===== src/rtl/core/smm_pkg.sv =====
// smm_pkg: shared types, codes and constants for the square matrix multiplier.
// Used by every module in rtl/core except smm_ram; depends on nothing.
package smm_pkg;

  localparam int MAX_DIM_DEFAULT = 8;
  localparam int IDX_W           = 3;
  localparam int VAL_W           = 16;
  localparam int SIZE_W          = 4;
  localparam int CMD_Q_DEPTH     = 2;

  localparam logic [SIZE_W-1:0] SIZE_RESET = 4'd8;

  // input operation codes
  localparam logic [1:0] OP_LOAD_A = 2'd0;
  localparam logic [1:0] OP_LOAD_B = 2'd1;
  localparam logic [1:0] OP_MULT   = 2'd2;

  typedef enum logic [1:0] {
    CMD_LOAD_A,
    CMD_LOAD_B,
    CMD_MULT
  } cmd_kind_t;

  typedef struct packed {
    cmd_kind_t           kind;
    logic [IDX_W-1:0]    row;
    logic [IDX_W-1:0]    col;
    logic [VAL_W-1:0]    value;
    logic [SIZE_W-1:0]   size;
  } cmd_t;

  typedef enum logic {
    BK_IDLE,
    BK_MULT
  } back_state_t;

endpackage


===== src/rtl/core/smm_ram.sv =====
// smm_ram: generic single-write, single-read RAM with registered read data.
// Depends on nothing.
module smm_ram #(
  parameter int WIDTH = 16,
  parameter int DEPTH = 64
) (
  input  logic                     clk,
  input  logic                     we,
  input  logic [$clog2(DEPTH)-1:0] waddr,
  input  logic [WIDTH-1:0]         wdata,
  input  logic                     re,
  input  logic [$clog2(DEPTH)-1:0] raddr,
  output logic [WIDTH-1:0]         rdata
);

  logic [WIDTH-1:0] mem [DEPTH];

  always_ff @(posedge clk) begin
    if (we) begin
      mem[waddr] <= wdata;
    end
    if (re) begin
      rdata <= mem[raddr];
    end
  end

endmodule


===== src/rtl/core/smm_front.sv =====
// smm_front: accepts input items, holds the matrix size register and classifies
// items into commands for the queue. Depends on smm_pkg.
module smm_front import smm_pkg::*; #(
  parameter int MAX_DIM = MAX_DIM_DEFAULT
) (
  input  logic                    clk,
  input  logic                    rst,
  input  logic                    cfg_valid,
  output logic                    cfg_ready,
  input  logic [SIZE_W-1:0]       cfg_data,
  input  logic                    in_valid,
  output logic                    in_stall,
  input  logic [1:0]              operation,
  input  logic [IDX_W-1:0]        row_index,
  input  logic [IDX_W-1:0]        column_index,
  input  logic signed [VAL_W-1:0] element_value,
  output logic                    q_push,
  output cmd_t                    q_cmd,
  input  logic                    q_full
);

  logic [SIZE_W-1:0] matrix_size;
  logic [SIZE_W-1:0] eff_size;
  logic              in_range;
  logic              keep;

  assign cfg_ready = 1'b1;

  always_ff @(posedge clk) begin
    if (rst) begin
      matrix_size <= SIZE_RESET;
    end else if (cfg_valid && cfg_ready) begin
      matrix_size <= cfg_data;
    end
  end

  // size zero acts as one, oversize saturates
  always_comb begin
    if (matrix_size == '0) begin
      eff_size = SIZE_W'(1);
    end else if (matrix_size > SIZE_W'(MAX_DIM)) begin
      eff_size = SIZE_W'(MAX_DIM);
    end else begin
      eff_size = matrix_size;
    end
  end

  assign in_range = ({1'b0, row_index} < (IDX_W + 1)'(MAX_DIM)) &&
                    ({1'b0, column_index} < (IDX_W + 1)'(MAX_DIM));

  always_comb begin
    keep        = 1'b0;
    q_cmd.kind  = CMD_MULT;
    q_cmd.row   = row_index;
    q_cmd.col   = column_index;
    q_cmd.value = element_value;
    q_cmd.size  = eff_size;
    case (operation)
      OP_LOAD_A: begin
        keep       = in_range;
        q_cmd.kind = CMD_LOAD_A;
      end
      OP_LOAD_B: begin
        keep       = in_range;
        q_cmd.kind = CMD_LOAD_B;
      end
      OP_MULT: begin
        keep       = 1'b1;
        q_cmd.kind = CMD_MULT;
      end
      default: begin
        keep = 1'b0;  // drop unused operation
      end
    endcase
  end

  assign in_stall = q_full;
  assign q_push   = in_valid && !q_full && keep;

endmodule


===== src/rtl/core/smm_cmd_queue.sv =====
// smm_cmd_queue: short command queue between front and back.
// Depends on smm_pkg.
module smm_cmd_queue import smm_pkg::*; #(
  parameter int DEPTH = CMD_Q_DEPTH
) (
  input  logic clk,
  input  logic rst,
  input  logic push,
  input  cmd_t push_cmd,
  output logic full,
  input  logic pop,
  output cmd_t pop_cmd,
  output logic empty
);

  localparam int PW = (DEPTH > 1) ? $clog2(DEPTH) : 1;
  localparam int CW = $clog2(DEPTH + 1);

  cmd_t          entry [DEPTH];
  logic [PW-1:0] wr_ptr;
  logic [PW-1:0] rd_ptr;
  logic [CW-1:0] count;
  logic          do_push;
  logic          do_pop;

  assign full    = (count == CW'(DEPTH));
  assign empty   = (count == '0);
  assign do_push = push && !full;
  assign do_pop  = pop && !empty;
  assign pop_cmd = entry[rd_ptr];

  always_ff @(posedge clk) begin
    if (do_push) begin
      entry[wr_ptr] <= push_cmd;
    end
  end

  always_ff @(posedge clk) begin
    if (rst) begin
      wr_ptr <= '0;
      rd_ptr <= '0;
      count  <= '0;
    end else begin
      if (do_push) begin
        wr_ptr <= (wr_ptr == PW'(DEPTH - 1)) ? '0 : wr_ptr + PW'(1);
      end
      if (do_pop) begin
        rd_ptr <= (rd_ptr == PW'(DEPTH - 1)) ? '0 : rd_ptr + PW'(1);
      end
      case ({do_push, do_pop})
        2'b10:   count <= count + CW'(1);
        2'b01:   count <= count - CW'(1);
        default: count <= count;
      endcase
    end
  end

endmodule


===== src/rtl/core/smm_back.sv =====
// smm_back: executes queued commands: writes the A and B stores, and runs the
// multiply sequencer and multiply-accumulate pipeline. Depends on smm_pkg, smm_ram.
module smm_back import smm_pkg::*; #(
  parameter int MAX_DIM = MAX_DIM_DEFAULT
) (
  input  logic                    clk,
  input  logic                    rst,
  input  logic                    q_empty,
  input  cmd_t                    q_cmd,
  output logic                    q_pop,
  output logic                    out_valid,
  input  logic                    out_stall,
  output logic [IDX_W-1:0]        out_row,
  output logic [IDX_W-1:0]        out_column,
  output logic signed [VAL_W-1:0] product_value,
  output logic                    last_element
);

  localparam int DEPTH = MAX_DIM * MAX_DIM;
  localparam int AW    = $clog2(DEPTH);

  back_state_t state, state_next;

  logic [IDX_W-1:0] r, c, k, n_last;
  logic             adv, issue, k_last, c_last, r_last, start;
  logic             we_a, we_b;
  logic [AW-1:0]    waddr, addr_a, addr_b;
  logic [VAL_W-1:0] rd_a, rd_b;
  logic [SIZE_W-1:0] size_m1;

  logic             s1_valid, s1_first, s1_lastk, s1_last;
  logic [IDX_W-1:0] s1_r, s1_c;
  logic             s2_valid, s2_first, s2_lastk, s2_last;
  logic [IDX_W-1:0] s2_r, s2_c;
  logic [VAL_W-1:0] s2_prod;
  logic signed [2*VAL_W-1:0] full_prod;
  logic [VAL_W-1:0] acc, sum;

  function automatic logic [AW-1:0] elem_addr(input logic [IDX_W-1:0] row,
                                               input logic [IDX_W-1:0] col);
    return AW'(row) * AW'(MAX_DIM) + AW'(col);
  endfunction

  // freeze the whole pipeline while a result waits on a stalled output
  assign adv    = !(out_valid && out_stall);
  assign issue  = (state == BK_MULT) && adv;
  assign k_last = (k == n_last);
  assign c_last = (c == n_last);
  assign r_last = (r == n_last);
  assign start  = q_pop && (q_cmd.kind == CMD_MULT);
  assign size_m1 = q_cmd.size - SIZE_W'(1);

  always_ff @(posedge clk) begin
    if (rst) begin
      state <= BK_IDLE;
    end else begin
      state <= state_next;
    end
  end

  always_comb begin
    state_next = state;
    q_pop      = 1'b0;
    we_a       = 1'b0;
    we_b       = 1'b0;
    case (state)
      BK_IDLE: begin
        if (!q_empty) begin
          q_pop = 1'b1;
          case (q_cmd.kind)
            CMD_LOAD_A: we_a = 1'b1;
            CMD_LOAD_B: we_b = 1'b1;
            CMD_MULT:   state_next = BK_MULT;
            default:    ;
          endcase
        end
      end
      BK_MULT: begin
        if (issue && k_last && c_last && r_last) begin
          state_next = BK_IDLE;
        end
      end
      default: state_next = BK_IDLE;
    endcase
  end

  // row, column, inner index sequencer
  always_ff @(posedge clk) begin
    if (start) begin
      r      <= '0;
      c      <= '0;
      k      <= '0;
      n_last <= size_m1[IDX_W-1:0];
    end else if (issue) begin
      if (!k_last) begin
        k <= k + IDX_W'(1);
      end else begin
        k <= '0;
        if (!c_last) begin
          c <= c + IDX_W'(1);
        end else begin
          c <= '0;
          r <= r + IDX_W'(1);
        end
      end
    end
  end

  assign waddr  = elem_addr(q_cmd.row, q_cmd.col);
  assign addr_a = elem_addr(r, k);
  assign addr_b = elem_addr(k, c);

  smm_ram #(.WIDTH(VAL_W), .DEPTH(DEPTH)) u_ram_a (
    .clk   (clk),
    .we    (we_a),
    .waddr (waddr),
    .wdata (q_cmd.value),
    .re    (issue),
    .raddr (addr_a),
    .rdata (rd_a)
  );

  smm_ram #(.WIDTH(VAL_W), .DEPTH(DEPTH)) u_ram_b (
    .clk   (clk),
    .we    (we_b),
    .waddr (waddr),
    .wdata (q_cmd.value),
    .re    (issue),
    .raddr (addr_b),
    .rdata (rd_b)
  );

  assign full_prod = $signed(rd_a) * $signed(rd_b);
  assign sum       = (s2_first ? '0 : acc) + s2_prod;

  always_ff @(posedge clk) begin
    if (rst) begin
      s1_valid  <= 1'b0;
      s2_valid  <= 1'b0;
      out_valid <= 1'b0;
    end else if (adv) begin
      s1_valid  <= issue;
      s2_valid  <= s1_valid;
      out_valid <= s2_valid && s2_lastk;
    end
  end

  always_ff @(posedge clk) begin
    if (adv) begin
      s1_first <= (k == '0);
      s1_lastk <= k_last;
      s1_last  <= r_last && c_last;
      s1_r     <= r;
      s1_c     <= c;
      s2_first <= s1_first;
      s2_lastk <= s1_lastk;
      s2_last  <= s1_last;
      s2_r     <= s1_r;
      s2_c     <= s1_c;
      s2_prod  <= full_prod[VAL_W-1:0];
      if (s2_valid) begin
        acc <= sum;
      end
      if (s2_valid && s2_lastk) begin
        out_row       <= s2_r;
        out_column    <= s2_c;
        product_value <= $signed(sum);
        last_element  <= s2_last;
      end
    end
  end

endmodule


===== src/rtl/core/square_matrix_multiply_int16_top.sv =====
// square_matrix_multiply_int16_top: n x n signed 16-bit matrix multiply, C = A * B.
// Loads: one per cycle while in_stall is low; each is queued, then written to its store.
// Multiply: n*n*n steps of the single multiply-accumulate unit, one inner-product
//   step per cycle unless out_stall holds it, through registered read, product and sum.
// Reset (rst, synchronous): clears queue, pipeline and output; matrix_size -> 8.
//   The A and B stores are not cleared.
//
// Depends on smm_pkg, smm_front, smm_cmd_queue, smm_back (and smm_ram below it).
module square_matrix_multiply_int16_top import smm_pkg::*; #(
  parameter int MAX_DIM = MAX_DIM_DEFAULT
) (
  input  logic                    clk,
  input  logic                    rst,
  // configuration: matrix_size
  input  logic                    cfg_valid,
  output logic                    cfg_ready,
  input  logic [SIZE_W-1:0]       cfg_data,
  // input items
  input  logic                    in_valid,
  output logic                    in_stall,
  input  logic [1:0]              operation,
  input  logic [IDX_W-1:0]        row_index,
  input  logic [IDX_W-1:0]        column_index,
  input  logic signed [VAL_W-1:0] element_value,
  // product elements
  output logic                    out_valid,
  input  logic                    out_stall,
  output logic [IDX_W-1:0]        out_row,
  output logic [IDX_W-1:0]        out_column,
  output logic signed [VAL_W-1:0] product_value,
  output logic                    last_element
);

  // Front classifies each transfer: loads outside the store and the unused
  // operation are dropped here; everything else enters the command queue
  // with the effective size attached.
  logic q_push;
  logic q_full;
  logic q_pop;
  logic q_empty;
  cmd_t push_cmd;
  cmd_t pop_cmd;

  smm_front #(.MAX_DIM(MAX_DIM)) u_front (
    .clk           (clk),
    .rst           (rst),
    .cfg_valid     (cfg_valid),
    .cfg_ready     (cfg_ready),
    .cfg_data      (cfg_data),
    .in_valid      (in_valid),
    .in_stall      (in_stall),
    .operation     (operation),
    .row_index     (row_index),
    .column_index  (column_index),
    .element_value (element_value),
    .q_push        (q_push),
    .q_cmd         (push_cmd),
    .q_full        (q_full)
  );

  // The queue lets loads keep flowing while the back end is still busy;
  // input stalls only once it fills behind a running multiply.
  smm_cmd_queue #(.DEPTH(CMD_Q_DEPTH)) u_queue (
    .clk      (clk),
    .rst      (rst),
    .push     (q_push),
    .push_cmd (push_cmd),
    .full     (q_full),
    .pop      (q_pop),
    .pop_cmd  (pop_cmd),
    .empty    (q_empty)
  );

  // Back end: store writes, then the r/c/k sequencer feeding RAM read,
  // multiply and accumulate stages; a stalled output freezes the pipeline.
  smm_back #(.MAX_DIM(MAX_DIM)) u_back (
    .clk           (clk),
    .rst           (rst),
    .q_empty       (q_empty),
    .q_cmd         (pop_cmd),
    .q_pop         (q_pop),
    .out_valid     (out_valid),
    .out_stall     (out_stall),
    .out_row       (out_row),
    .out_column    (out_column),
    .product_value (product_value),
    .last_element  (last_element)
  );

  // never pop an empty queue
  a_pop_nonempty: assert property (@(posedge clk) disable iff (rst)
    q_pop |-> !q_empty)
    else $error("command popped from empty queue");

  // the final element sits on the diagonal
  a_last_diag: assert property (@(posedge clk) disable iff (rst)
    out_valid && last_element |-> out_row == out_column)
    else $error("last element off the diagonal");

  // no result right after reset
  a_reset_out: assert property (@(posedge clk)
    rst |=> !out_valid)
    else $error("output valid right after reset");

endmodule

===== config.mk =====
export PLATFORM = sky130hd
export DESIGN_NAME = square_matrix_multiply_int16_top
export DESIGN_NICKNAME = d
export VERILOG_FILES = /design/src/rtl/core/smm_pkg.sv /design/src/rtl/core/smm_ram.sv /design/src/rtl/core/smm_front.sv /design/src/rtl/core/smm_cmd_queue.sv /design/src/rtl/core/smm_back.sv /design/src/rtl/core/square_matrix_multiply_int16_top.sv
export SDC_FILE = /design/constraint.sdc
export NUM_CORES = 2
export LEC_CHECK = 0
export ABC_AREA = 1
export BUFFER_PORTS_ARGS = -buffer_cell sky130_fd_sc_hd__buf_4
export CAP_MARGIN = 20
export CORE_ASPECT_RATIO = 1.1
export CORE_UTILIZATION = 63
export CTS_CLUSTER_DIAMETER = 50
export DETAILED_ROUTE_END_ITERATION = 6
export GPL_TIMING_DRIVEN = 0
export PLACE_DENSITY = 0.84
export SLEW_MARGIN = 20
export SYNTH_ARGS = -nofsm -noshare
export SYNTH_HDL_FRONTEND = slang
export SYNTH_HIERARCHICAL = 1
export SYNTH_SLANG_ARGS = --single-unit
export TNS_END_PERCENT = 30

===== constraint.sdc =====
create_clock -name clk -period 6.56 [get_ports clk]
set_clock_uncertainty 0.15 [all_clocks]
set_input_delay 1.312 -clock clk [delete_from_list [all_inputs] [get_ports clk]]
set_output_delay 1.312 -clock clk [all_outputs]
set_load 0.05 [all_outputs]

=== Word-level counts from Yosys, hierarchy flattened ===
Memory sizes are Yosys's and may differ from the RTL's. A register that Yosys moved wholly into a read port is not among the register bits.
Index checks and enable logic that the tools add are counted.
Widths: inputs -> output; s select.

* Bits in read-only memories: 0
* Bits in writable memories: 2104
* Latch bits: 0
* Memories kept: 3
* Output and inout port bits: 26
* Bits in registers: 97

* Magnitude comparators: 1
* Div/mod/pow operators: 0
* Shift operators: 0
* Add/subtract/negate cells: 12
* Muxes and demuxes: 30
* Reduce and logical (&&, ||, !) cells: 26
* Multipliers: 1
* Equality and inequality tests: 10
* Bitwise gates (word level): 2

{| class="wikitable"
|+ Memories
! memory !! words !! bits a word !! read ports !! clocked after Yosys merged registers in !! wr ports !! line !! source
|-
| u_back.u_ram_a.mem || 64 || 16 || 1 || 1 || 1 || smm_ram.sv:16 || <nowiki>logic [WIDTH-1:0] mem [DEPTH];</nowiki>
|-
| u_back.u_ram_b.mem || 64 || 16 || 1 || 1 || 1 || smm_ram.sv:16 ||
|-
| u_queue.entry || 2 || 28 || 1 || 1 || 1 || smm_cmd_queue.sv:19 || <nowiki>cmd_t entry [DEPTH];</nowiki>
|}

{| class="wikitable"
|+ Operators with widths
! operator !! count
|-
| $mux 1 || 22
|-
| $add 6x3->6 || 3
|-
| $add 16x16->16 || 1
|-
| $mul 16x16->16 || 1
|-
| $mux 16 || 1
|-
| $logic_and 1x1->1 || 12
|-
| $add 3x1->3 const B || 3
|-
| $eq 3x3->1 || 3
|-
| $eq 2x2->1 const B || 4
|-
| $mux 4 || 2
|-
| $pmux 2 s2 || 2
|-
| $eq 2x1->1 const B || 3
|-
| $logic_not 2->1 || 3
|-
| $mux 3 || 2
|-
| $reduce_and 2->1 || 3
|-
| $gt 4x4->1 const B || 1
|-
| $logic_not 4->1 || 1
|-
| $logic_not 1->1 || 3
|-
| $logic_not 3->1 || 1
|-
| $reduce_and 3->1 || 1
|-
| $reduce_or 3->1 || 1
|-
| $sub 3x1->3 const B || 1
|-
| $add 1x1->1 const B || 2
|-
| $add 2x1->2 const B || 1
|-
| 4 further kinds || 5
|}

=== Depth between registers and ports, before layout ===
* Word-level depth: 8
* Depth in mapped cells: 28
* Depth with buffers taken out: 26

=== By module ===
Netlist, hierarchy kept.

{| class="wikitable"
|+ By module, submodules not included
! module !! cells each !! instances !! area an instance (um^2)
|-
| smm_ram || 3517 || 2 || 42259.3
|-
| smm_back || 979 || 1 || 8406.8
|-
| smm_cmd_queue || 127 || 1 || 2368.5
|-
| smm_front || 67 || 1 || 415.4
|}

=== Worst setup path after synthesis ===
OpenSTA, ideal clock, no wires.

* Path type: flip-flop to flip-flop
* Start: register u_back.u_ram_a.rdata[5] (read register of u_back.u_ram_a.mem)
* End: register u_back.s2_prod[14], data pin
* Data arrival time: 4.999 ns
* Data required time: 6.152 ns
* Setup time: 0.258 ns
* Path buffers: 1
* Stages on the path, launching flop included: 25
* Slack: 1.153 ns
* Period minus slack after synthesis: 5.407 ns
* Cell sequence: edfxtp_1 > clkbuf_1 > nand2_1 > inv_1 > fa_1 > inv_1 > fa_1 > inv_1 > fa_1 > inv_1 > fa_1 > inv_1 > fa_1 > inv_1 > fa_1 > inv_1 > ha_1 > nand2_1 > nor2_1 > nand3_1 > nand3_1 > a21oi_1 > nor2_1 > nor2_1 > xnor2_1

* Word-level cells in the longest chain between the ends: 1

{| class="wikitable"
|+ RTL lines
! what !! line !! source
|-
| start: declaration || smm_ram.sv:13 || <nowiki>output logic [WIDTH-1:0] rdata</nowiki>
|-
| $mul 16x16->16 || smm_back.sv:133 || <nowiki>assign full_prod = $signed(rd_a) * $signed(rd_b);</nowiki>
|-
| net u_back.full_prod[14] || smm_back.sv:36 || <nowiki>logic signed [2*VAL_W-1:0] full_prod;</nowiki>
|-
| end signal: assignment || smm_back.sv:160 || <nowiki>s2_prod <= full_prod[VAL_W-1:0];</nowiki>
|-
| end: declaration || smm_back.sv:35 || <nowiki>logic [VAL_W-1:0] s2_prod;</nowiki>
|}

The timed path passes the listed nets, and every way through them passes these cells.
A chain may end at the register's enable or synchronous reset.

=== Final worst setup path ===
* Start: register u_back.u_ram_b.rdata[2] (read register of u_back.u_ram_b.mem)
* End: register u_back.s2_prod[15], data pin

* Word-level cells in the longest chain between the ends: 1

{| class="wikitable"
|+ RTL lines
! what !! line
|-
| start: declaration || smm_ram.sv:13
|-
| $mul 16x16->16 || smm_back.sv:133
|-
| net u_back.full_prod[15] || smm_back.sv:36
|}

The timed path passes the listed nets, and every way through them passes these cells.

==> key figures <==
STA
  • Final Setup Violations: 0
  • RSZ-0062 raised after global routing: false
  • Count of pins over their slew limit: 0
  • Final hold vios: 0
  • Post-route fraction of the period consumed by the critical path: 0.939
  • Setup slack of the critical path after layout: 0.400 ns
  • Worst rel slew slack: 0.274
  • Slew at the pin closest to its max-slew limit: 1.09 ns
  • Peak Freq: 162 MHz
  • Final worst path period need: 6.16 ns
  • Final-layout setup total negative slack: 0 ns

Clock network
  • Source-to-sink clock delay at the later pin of the worst-skew pair: 0.89 ns
  • Cts repair resizes: 0
  • CTS Hold Bufs: 0
  • CTS tree: done
  • Depth of the CTS H-tree: 4
  • Buffers inserted during post-CTS setup optimization: 0
  • Largest buffer count on any clock path: 3
  • # clock sinks: 2,232
  • Clk slew on worst S/H paths: 0.06 ns
  • Total CTS buffers: 210
  • Root buf cell: clkbuf_16

GRT
  • Antenna violations before repair: 10
  • Global-route wire length before repair: 416,000 um
  • Maximum number of pins on one net before global-route repair: 105
  • Total global routing overflow: 0
  • Aggregate global-route resource usage: 0.374
  • Vias in the first global route: 67.0k

Routing
  • Number of DRC markers in iteration 0: 12.2k
  • DRC violation count after routing: 0
  • Average detailed-routed wire length per instance: 27.1 um
  • Routed vias: 69.9k
  • Vias per cell: 6.52
  • Count of nets left with antenna violations after detail routing: 0
  • Number of iterations in the first detailed-routing pass: 7
  • Detailed-route wire length: 290,000 um

Power
  • Leakage power of the design: 40.7 nW
  • Power per Cell Area: 465 nW/um^2
  • Total Power Consumption: 50.0 mW
  • Maximum vdd drop: 0.740 mV

Floorplanning
  • Die Footprint: 153,000 sq um
  • I/O pins: 59
  • Standard cell core area: 150,000 sq um
  • Num rows: 149
  • Initial Util: 0.636
  • Horizontal die dimension: 373 um
  • Die height: 411 um

Worst setup path
  • Stage delay of the slowest cell on the critical path: 0.53 ns
  • FF-to-FF Start: u_back/u_ram_b/rdata[2]
  • Largest fanout on the critical path: 10
  • Logic depth of the worst register-to-register path: 22
  • Category of the worst setup path capture point: register
  • R2r endpoint: u_back/s2_prod[15]
  • Crit-path cells: clkbuf_1 -> nand2_1 -> fa_1 -> fa_1 -> inv_1 -> fa_1 -> inv_1 -> fa_1 -> inv_1 -> fa_1 -> inv_1 -> fa_1 -> inv_1 -> ha_1 -> nand2_1 -> nor2_1 -> nand2_1 -> o211ai_1 -> a31oi_1 -> inv_1 -> nand3_1 -> nand2_1
  • Setup crit start kind: register
  • Required time of the critical path: 7.01 ns
  • Critical path class: register to register
  • R2r setup slk: 0.40 ns
  • Worst path slowest cell: edfxtp_1
  • Worst Path Arrival: 6.61 ns

Hold path
  • Count of cells along the worst hold path: 0
  • Start point of the worst min-delay path: u_back/s1_last
  • Min-Delay Endpoint: u_back/s2_last
  • Hold WC Path Type: register to register

Synthesis
  • Synthesized netlist net count: 8,398
  • Synth Area per Inst: 11.7 sq um
  • Synthesized netlist cell count: 8,203
  • Yosys warning count: 6
  • Post-synthesis cell area: 95,600 sq um

Placement
  • Worst slack after detailed placement: 0.431 ns
  • GP Congestion: 1.01
  • Number of placed instances with taps included: 10.3k
  • # port buffers: 34
  • Half-perimeter wire length of the detailed placement result: 192,000 um
  • Placement Cell Area: 101,000 sq um

Cells and area
  • Fin nets: 8,772
  • Non-filler cells in the finished layout: 10.7k
  • Leading cell type in the layout, fill and taps excluded: nand2_1
  • Share of final-layout standard cells stronger than drive strength 1: 0.123
  • Most used cells in the layout excluding fill and tap cells: 2,853 x nand2_1, 2,210 x edfxtp_1, 1,773 x nand3_1
  • FILL cells: 9,266
  • Final design instance area without fill: 108,000 sq um
  • Post-synthesis to final-layout area growth: 12.5%

Run status
  • Status: complete, no violations

Run
  • Max-Cap Viols: 0
-- how the worst max path moves through the flow --
stage	cells past startpoint	startpoint	endpoint	slack, ns
6_report	22	u_back/u_ram_b/rdata[2]	u_back/s2_prod[15]	0.40
5_1_grt	22	u_back/u_ram_b/rdata[2]	u_back/s2_prod[15]	0.10
4_1_cts	22	u_back/u_ram_b/rdata[2]	u_back/s2_prod[15]	0.41
3_5_place_dp	22	u_back/u_ram_b/rdata[2]	u_back/s2_prod[15]	0.43
3_3_place_gp	22	u_back/u_ram_b/rdata[2]	u_back/s2_prod[15]	0.52
2_1_floorplan	24	u_back/u_ram_a/rdata[5]	u_back/s2_prod[14]	1.15
-- through the flow --
step                hold slack, ns   util
floorplan                    0.250      -
global placement             0.251  0.654
detailed placement           0.255  0.669
CTS                          0.269  0.716
global route                 0.272  0.716
finish                       0.266  0.716
-- cell type report --
class                      instances  area, sq um  area share
antenna                            2         5.00   0.0000465
buffer                           501         3240      0.0301
clock buffer                     247         5440      0.0505
clock inverter                   146         1530      0.0143
inverter                         306         1160      0.0108
multi-input combinational       5164        25100       0.233
sequential                      2232        66800       0.621
tap                             1963         2460      0.0228
timing repair buffer             162         1820      0.0169
-- power breakdown --
part / switching, mW / internal (mW) / total, mW
Sequential: 0.203 / 17.7 / 17.9
Combinational: 13.8 / 6.01 / 19.8
Clock: 5.44 / 6.86 / 12.3
-- routing by layer --
layer | track usage | part of all wire | vias to the layer above
met5 | 0 | 0.00025 | -
met4 | 0.184 | 0.055 | 12
met3 | 0.110 | 0.16 | 1137
met2 | 0.573 | 0.45 | 6390
met1 | 0.493 | 0.33 | 33200
li1 | - | - | 29100
-- state kept, by name, indices dropped and copies added (netlist names), 16 cells and up, named ones only --
register / count
u_back/u_ram_b/rdata: 16
u_back/u_ram_a/mem: 1024
u_back/u_ram_b/mem: 1024
u_back/product_value: 16
u_back/s2_prod: 16
u_back/u_ram_a/rdata: 16
u_back/acc: 16
u_queue/entry: 54
-- critical path: cells and delay by family, from the launching register on --
kind | cells | cell delay [ns]
buffers and inverters | 7 | 0.84
adder cells (fa/ha/maj) | 7 | 3.37
AND/OR/NAND/NOR | 6 | 0.58
flip-flops | 1 | 0.53
AO/OA/AOI/OAI | 2 | 0.41
Power figures use the tool's default switching activity.
